File: src/hw/rtl/sfd_pkg.sv
// ============================================================================
// Sensor frame deframer package
// Shared constants and controller/datapath interface types.
// ============================================================================
package sfd_pkg;

    localparam int SLOT_COUNT_DEF = 8;
    localparam int ADDR_W         = 40;
    localparam int FRAME_BYTES    = 16;
    localparam int CNT_W          = $clog2(FRAME_BYTES);
    localparam int SLOT_W         = 3;
    localparam int TDATA_W        = 136;

    localparam logic [7:0] SYNC_FIRST  = 8'hCA;
    localparam logic [7:0] SYNC_SECOND = 8'h55;

    typedef struct packed {
        logic shift_en;
        logic idx_clr;
        logic idx_inc;
        logic rd_en;
        logic claim;
        logic res_hit;
        logic res_full;
        logic load_out;
    } sfd_cmd_t;

    typedef struct packed {
        logic sync_first;
        logic sync_second;
        logic hit;
        logic empty;
        logic idx_last;
        logic out_busy;
    } sfd_sts_t;

endpackage

File: src/hw/rtl/sfd_ctrl.sv
// ============================================================================
// Sensor frame deframer controller
// Sync hunt, byte counting and sequencing of the slot table lookup.
// ============================================================================
module sfd_ctrl
    import sfd_pkg::*;
(
    input  logic     aclk,
    input  logic     aresetn,
    input  logic     s_tvalid,
    output logic     s_tready,
    input  sfd_sts_t sts,
    output sfd_cmd_t cmd
);

    localparam logic [2:0] ST_IDLE  = 3'd0;
    localparam logic [2:0] ST_START = 3'd1;
    localparam logic [2:0] ST_PARSE = 3'd2;
    localparam logic [2:0] ST_READ  = 3'd3;
    localparam logic [2:0] ST_CMP   = 3'd4;
    localparam logic [2:0] ST_EMIT  = 3'd5;

    logic [2:0]       state_reg, state_next;
    logic [CNT_W-1:0] cnt_reg, cnt_next;
    logic             accept;

    assign s_tready = state_reg inside {ST_IDLE, ST_START, ST_PARSE};
    assign accept   = s_tvalid && s_tready;

    always_comb begin
        state_next = state_reg;
        cnt_next   = cnt_reg;
        cmd        = '0;
        case (state_reg)
            ST_IDLE: begin
                if (accept && sts.sync_first) begin
                    state_next = ST_START;
                end
            end
            ST_START: begin
                if (accept && sts.sync_second) begin
                    state_next = ST_PARSE;
                    cnt_next   = '0;
                end
            end
            ST_PARSE: begin
                if (accept) begin
                    cmd.shift_en = 1'b1;
                    if (cnt_reg == CNT_W'(FRAME_BYTES - 1)) begin
                        cmd.idx_clr = 1'b1;
                        state_next  = ST_READ;
                    end else begin
                        cnt_next = cnt_reg + 1'b1;
                    end
                end
            end
            ST_READ: begin
                cmd.rd_en  = 1'b1;
                state_next = ST_CMP;
            end
            ST_CMP: begin
                if (sts.hit) begin
                    cmd.res_hit = 1'b1;
                    state_next  = ST_EMIT;
                end else if (sts.empty) begin
                    cmd.claim   = 1'b1;
                    cmd.res_hit = 1'b1;
                    state_next  = ST_EMIT;
                end else if (sts.idx_last) begin
                    cmd.res_full = 1'b1;
                    state_next   = ST_EMIT;
                end else begin
                    cmd.idx_inc = 1'b1;
                    state_next  = ST_READ;
                end
            end
            ST_EMIT: begin
                if (!sts.out_busy) begin
                    cmd.load_out = 1'b1;
                    state_next   = ST_IDLE;
                end
            end
            default: begin
                state_next = ST_IDLE;
            end
        endcase
    end

    always_ff @(posedge aclk) begin
        if (!aresetn) begin
            state_reg <= ST_IDLE;
            cnt_reg   <= '0;
        end else begin
            state_reg <= state_next;
            cnt_reg   <= cnt_next;
        end
    end

endmodule

File: src/hw/rtl/sfd_datapath.sv
// ============================================================================
// Sensor frame deframer datapath
// Frame byte shift line, sender slot table and output register.
// ============================================================================
module sfd_datapath
    import sfd_pkg::*;
#(
    parameter int SLOT_COUNT = SLOT_COUNT_DEF
) (
    input  logic               aclk,
    input  logic               aresetn,
    input  logic [7:0]         s_tdata,
    input  sfd_cmd_t           cmd,
    output sfd_sts_t           sts,
    output logic               m_tvalid,
    input  logic               m_tready,
    output logic [TDATA_W-1:0] m_tdata
);

    localparam int IDX_W = (SLOT_COUNT > 1) ? $clog2(SLOT_COUNT) : 1;

    logic [7:0]            fb_reg [FRAME_BYTES];
    logic [ADDR_W-1:0]     mem [SLOT_COUNT];
    logic [SLOT_COUNT-1:0] valid_reg;
    logic [ADDR_W-1:0]     rd_data_reg;
    logic                  rd_valid_reg;
    logic [IDX_W-1:0]      idx_reg;
    logic [IDX_W-1:0]      slot_reg;
    logic                  full_reg;
    logic                  m_tvalid_reg;
    logic [TDATA_W-1:0]    m_tdata_reg;
    logic [ADDR_W-1:0]     addr;
    logic [ADDR_W-1:0]     entry;
    logic [IDX_W+2:0]      slot_ext;

    assign addr     = {fb_reg[0], fb_reg[1], fb_reg[2], fb_reg[3], fb_reg[4]};
    assign entry    = rd_valid_reg ? rd_data_reg : '0;
    assign slot_ext = {3'b000, slot_reg};

    assign sts.sync_first  = (s_tdata == SYNC_FIRST);
    assign sts.sync_second = (s_tdata == SYNC_SECOND);
    assign sts.hit         = (entry == addr);
    assign sts.empty       = (entry == '0);
    assign sts.idx_last    = (idx_reg == IDX_W'(SLOT_COUNT - 1));
    assign sts.out_busy    = m_tvalid_reg && !m_tready;

    assign m_tvalid = m_tvalid_reg;
    assign m_tdata  = m_tdata_reg;

    always_ff @(posedge aclk) begin
        if (cmd.shift_en) begin
            for (int i = 0; i < FRAME_BYTES - 1; i++) begin
                fb_reg[i] <= fb_reg[i+1];
            end
            fb_reg[FRAME_BYTES-1] <= s_tdata;
        end
    end

    always_ff @(posedge aclk) begin
        if (cmd.claim) begin
            mem[idx_reg] <= addr;
        end
        if (cmd.rd_en) begin
            rd_data_reg  <= mem[idx_reg];
            rd_valid_reg <= valid_reg[idx_reg];
        end
    end

    always_ff @(posedge aclk) begin
        if (!aresetn) begin
            valid_reg <= '0;
        end else if (cmd.claim) begin
            valid_reg[idx_reg] <= 1'b1;
        end
    end

    always_ff @(posedge aclk) begin
        if (cmd.idx_clr) begin
            idx_reg <= '0;
        end else if (cmd.idx_inc) begin
            idx_reg <= idx_reg + 1'b1;
        end
        if (cmd.res_hit) begin
            slot_reg <= idx_reg;
            full_reg <= 1'b0;
        end else if (cmd.res_full) begin
            slot_reg <= '0;
            full_reg <= 1'b1;
        end
        if (cmd.load_out) begin
            m_tdata_reg <= {4'b0000,
                            fb_reg[14], fb_reg[15],
                            fb_reg[13],
                            fb_reg[11], fb_reg[12],
                            fb_reg[9], fb_reg[10],
                            fb_reg[7], fb_reg[8],
                            fb_reg[6],
                            fb_reg[5],
                            addr,
                            full_reg,
                            slot_ext[2:0]};
        end
    end

    always_ff @(posedge aclk) begin
        if (!aresetn) begin
            m_tvalid_reg <= 1'b0;
        end else if (cmd.load_out) begin
            m_tvalid_reg <= 1'b1;
        end else if (m_tready) begin
            m_tvalid_reg <= 1'b0;
        end
    end

endmodule

File: src/hw/rtl/sensor_frame_deframer_top.sv
// ============================================================================
// Sensor frame deframer
// Recovers 18-byte sensor frames from a byte stream and assigns sender slots.
// ============================================================================
// Usage:
// The slave channel takes one received byte per item on s_tdata. The block
// hunts for the sync pair 0xCA, 0x55 and then collects 16 frame bytes.
// While receiving, one byte is accepted every cycle.
// After the last frame byte, s_tready drops while the slot table is
// searched, each slot probed by a memory read and then a compare, and
// stays low while the result is loaded into the output register.
// The master channel then offers one result item holding the slot, the
// table full flag and the decoded frame fields.
// Reset empties the slot table and the output register and restarts the
// sync hunt. If the receiver stalls, the result is held in the output
// register while the next frame is still received; the block then waits
// after that frame's lookup until the register is free.
// ============================================================================
module sensor_frame_deframer_top
    import sfd_pkg::*;
#(
    parameter int SLOT_COUNT = SLOT_COUNT_DEF
) (
    input  logic               aclk,
    input  logic               aresetn,
    input  logic               s_tvalid,
    output logic               s_tready,
    input  logic [7:0]         s_tdata,   // [7:0] rx_byte
    output logic               m_tvalid,
    input  logic               m_tready,
    // [2:0] slot_index, [3] table_full, [43:4] sender_address,
    // [51:44] device_flag_bits, [59:52] error_flag_bits,
    // [75:60] temperature_raw, [91:76] humidity_raw, [107:92] supply_raw,
    // [115:108] link_quality, [131:116] frame_number, [135:132] zero
    output logic [TDATA_W-1:0] m_tdata
);

    sfd_cmd_t cmd;
    sfd_sts_t sts;

    sfd_ctrl u_ctrl (
        .aclk     (aclk),
        .aresetn  (aresetn),
        .s_tvalid (s_tvalid),
        .s_tready (s_tready),
        .sts      (sts),
        .cmd      (cmd)
    );

    sfd_datapath #(
        .SLOT_COUNT (SLOT_COUNT)
    ) u_datapath (
        .aclk     (aclk),
        .aresetn  (aresetn),
        .s_tdata  (s_tdata),
        .cmd      (cmd),
        .sts      (sts),
        .m_tvalid (m_tvalid),
        .m_tready (m_tready),
        .m_tdata  (m_tdata)
    );

    a_claim_only_empty: assert property (@(posedge aclk) disable iff (!aresetn)
        cmd.claim |-> (sts.empty && !sts.hit))
        else $error("Slot claimed that is not empty or already matches.");

    a_no_input_during_lookup: assert property (@(posedge aclk) disable iff (!aresetn)
        (cmd.rd_en || cmd.res_hit || cmd.res_full) |-> !s_tready)
        else $error("Input accepted during slot lookup.");

    a_result_from_load: assert property (@(posedge aclk) disable iff (!aresetn)
        $rose(m_tvalid) |-> $past(cmd.load_out))
        else $error("Result item appeared without an output load.");

    a_load_when_free: assert property (@(posedge aclk) disable iff (!aresetn)
        cmd.load_out |-> !(m_tvalid && !m_tready))
        else $error("Output register overwritten while stalled.");

endmodule
File: config.mk
export PLATFORM = sky130hd
export DESIGN_NAME = sensor_frame_deframer_top
export DESIGN_NICKNAME = d
export VERILOG_FILES = /design/src/hw/rtl/sfd_pkg.sv /design/src/hw/rtl/sfd_ctrl.sv /design/src/hw/rtl/sfd_datapath.sv /design/src/hw/rtl/sensor_frame_deframer_top.sv
export SDC_FILE = /design/constraint.sdc
export NUM_CORES = 1
export LEC_CHECK = 0
export BUFFER_PORTS_ARGS = -buffer_cell sky130_fd_sc_hd__buf_2
export CORE_UTILIZATION = 40
export CTS_BUF_LIST = sky130_fd_sc_hd__clkbuf_4 sky130_fd_sc_hd__clkbuf_8
export DETAILED_ROUTE_END_ITERATION = 10
export GPL_TIMING_DRIVEN = 0
export PLACE_DENSITY = 0.68
export SETUP_SLACK_MARGIN = 0.5
export SYNTH_ARGS = -nofsm -noshare
export SYNTH_HDL_FRONTEND = slang
export SYNTH_HIERARCHICAL = 1
export SYNTH_SLANG_ARGS = --single-unit
export TNS_END_PERCENT = 50
File: constraint.sdc
create_clock -name aclk -period 7.5 [get_ports aclk]
set_clock_uncertainty 0.05 [all_clocks]
set_input_delay 0 -clock aclk [delete_from_list [all_inputs] [get_ports aclk]]
set_output_delay 0 -clock aclk [all_outputs]
set_load 0.005 [all_outputs]
==> run_results.csv <==
group,metric,value,unit
timing,max_freq,202.6,MHz
place,dp_cells,2194,
critical_path,rrSetupSlack,2560,ps
critical_path,worstSetupPathType,"reg2reg",
floorplanning,coreArea,0.05803,sq mm
final_layout,area_growth,18.76,%
floorplanning,start_util,40.68,%
timing,rsz0062_at_grt,"false",
floorplanning,die_w,244.9,um
clock_network,clock_latency,710,ps
critical_path,cp.required,7860,ps
grt,grt_max_degree,100,
logic_synthesis,synth_commonest_cells,"624 x edfxtp_1, 77 x a22oi_1, 67 x o21ai_0",
power_and_ir_drop,ir_worst_vdd,0.2275,mV
power_and_ir_drop,cellLeakagePower,0.009656,uW
route,drt_first_pass_iters,6,
logic_synthesis,synth.area.top_cells,"edfxtp_1 79%, mux2_2 2.9%, mux2i_1 2.6%",
critical_path,cp-startpoint,"u_datapath/rd_data_reg[0]",
min_path,min_from,"aresetn",
place,hpwlAfterDp,33090,um
route,vias,12580,
floorplanning,io_pins,150,
floorplanning,num_rows,88,
logic_synthesis,synthesis.area,0.02361,sq mm
floorplanning,die_area,0.05999,sq mm
clock_network,cts_root_buf,"clkbuf_8",
timing,fin_crit_sh,65.81,%
timing,fin_ws,2564,ps
timing,setup_tns,0,ps
final_layout,drive_gt1_share,28.01,%
logic_synthesis,synth_seq_area_share,81.08,%
final_layout,largest_reg_flops,320,
outcome,status,"complete, no violations",
final_layout,final_nets,1569,
grt,grt.overflow.total,0,
critical_path,worstPathArrival,5290,ps
route,drcViolationCount,0,
critical_path,worst-path-max-fanout,11,
logic_synthesis,yosysTopAreaCell,"edfxtp_1",
logic_synthesis,synth_seq_cells,644,
clock_network,cts_tree,"yes",
logic_synthesis,post-synth-top-count-cell,"edfxtp_1",
place,place_ws,2785,ps
logic_synthesis,synth_flop_cell,"edfxtp_1",
logic_synthesis,synth-edff-count,624,
clock_network,clk_pin_slew,60,ps
clock_network,cts_resized,0,
route,postRouteAntennaNets,0,
logic_synthesis,yosysUniqueCellTypes,57,
route,first_iter_violations,1213,
flow_run,drv_cap,0,
logic_synthesis,synth_top_area_share,79.38,%
grt,grt.total_usage,17.35,%
clock_network,htreeDepth,3,
grt,grt_pass1_vias,12750,
route,routed-wl-met3,4319,um
critical_path,end_kind,"flip-flop",
timing,maxSlewHeadroom,17.83,%
logic_synthesis,synthCells,1253,
route,via_per_inst,5.243,
route,met1Wirelength,21610,um
route,route.met2.wl,24970,um
place,gp_congestion,0.9065,
timing,layout_min_cycle_time,4936,ps
place,io_buffers,144,
final_layout,utilization,48.31,%
route,drt-wirelength-per-cell,21.68,um
timing,hold_viol,0,
clock_network,cts_buffers,102,
final_layout,fin_cells,2400,
timing,setup_violations,0,
route,wirelength,52030,um
final_layout,fin_area,0.02803,sq mm
place,postPlaceCellArea,0.02579,sq mm
logic_synthesis,synthArstFlopShare,0,%
critical_path,start_kind,"flip-flop",
floorplanning,die_h,244.9,um
final_layout,antenna_cells,0,
timing,worst_pin_slew,1215,ps
logic_synthesis,post_synth.cell_area_avg,18.84,sq um
timing,drv_slew,0,
clock_network,clk_path_buf_depth,3,
clock_network,cts_sinks,644,
logic_synthesis,yosysWarningCount,6,
grt,antenna_found_initial,0,
critical_path,r2r_start,"u_datapath/rd_data_reg[0]",
route,top_layer_used,"met4",
min_path,hold_path.class,"in2reg",
power_and_ir_drop,power.density,244.3,mW/mm^2
grt,grt_pass1_wl,77230,um
-- power by group --
group	switching, uW	total [uW]	leakage, uW	internal, uW
registers	0.292	3890	0.00576	3890
logic	6.90	17.8	0.00281	10.9
clock network	1360	2950	0.00108	1580
total	1370	6850	0.00966	5480
-- cells by family after synthesis --
kind of cell               Yosys count  synth area share, %
AOI/OAI and AO/OA                  238                6.970
buffers and inverters               61                1.208
muxes                              126                5.873
and+or+nand+nor                    159                3.917
adders and majority gates            3               0.1590
other                                1              0.01589
xor gates and xnor gates            21               0.7792
DFF                                644                81.08
-- layer usage --
| layer | vias to the layer above | track usage, % |
|---|---|---|
| li1 | 5664 | - |
| met4 | 0 | 6.048 |
| met3 | 95 | 5.172 |
| met5 | - | 0 |
| met2 | 495 | 27.88 |
| met1 | 6328 | 22.36 |
-- metrics by stage --
| stage | hold slack (ps) | power [uW] |
|---|---|---|
| 2_1_floorplan | 48.87 | 3966 |
| 3_3_place_gp | 136.9 | 3970 |
| 3_5_place_dp | 146.2 | 3971 |
| 4_1_cts | 164.7 | 6936 |
| 5_1_grt | 208.2 | 7092 |
| 6_report | 236.4 | 6850 |
-- critical path, cell delays in order (launching register included) --
cell,delay [ps]
edfxtp_1,460
nor4_1,390
nand4_1,140
o31ai_1,770
nor4b_1,1040
nand2b_1,410
nor3_2,750
buf_6,260
buf_8,160
buf_6,180
-- cells in the final DEF (no fill, tap or decap), types with 4 or more instances in the layout --
cell type / n
buf_12: 7
dlygate4sd3_1: 21
nand2b_1: 4
nand3_1: 16
o22a_1: 39
clkbuf_1: 25
clkinv_2: 17
buf_6: 18
nor4_1: 13
o21a_1: 11
nand3b_1: 12
buf_2: 165
clkinv_1: 23
edfxtp_1: 624
a21oi_1: 23
conb_1: 4
and2_1: 4
o21ai_0: 67
nand2_1: 15
a31o_2: 6
buf_1: 6
mux2i_1: 62
o21ai_1: 5
nor3b_2: 4
mux2_2: 60
buf_4: 6
clkbuf_8: 109
nor3_1: 4
a22oi_1: 77
nand4_1: 5
xnor2_1: 21
dfxtp_1: 20
clkbuf_4: 25
nor4bb_1: 8
nor2b_1: 6
mux4_2: 4
nor2_1: 46
-- path summary, 6_finish.rpt --
kind	endpoint	cells after the start
max reg2reg	u_datapath/mem[0][2]	9
min	u_ctrl/state_reg[2]	3
min reg2reg	u_datapath/fb_reg[9][1]	0
max	u_datapath/mem[0][2]	9
-- cell type report --
| type | count | area (sq um) |
|---|---|---|
| clock buffer | 134 | 1688 |
| buffer | 59 | 277.8 |
| tap | 765 | 957.2 |
| sequential | 644 | 19140 |
| multi-input combinational | 551 | 4249 |
| fill | 4750 | 29990 |
| timing repair buffer | 194 | 1363 |
| inverter | 2 | 12.51 |
| clock inverter | 51 | 349.1 |
-- repair_timing --
item / in CTS / in global routing
hold buffers: 21 / 0
buffers inserted: 0 / 0
endpoints found under the hold margin: 56 / 0
Power figures use the tool's default switching activity.
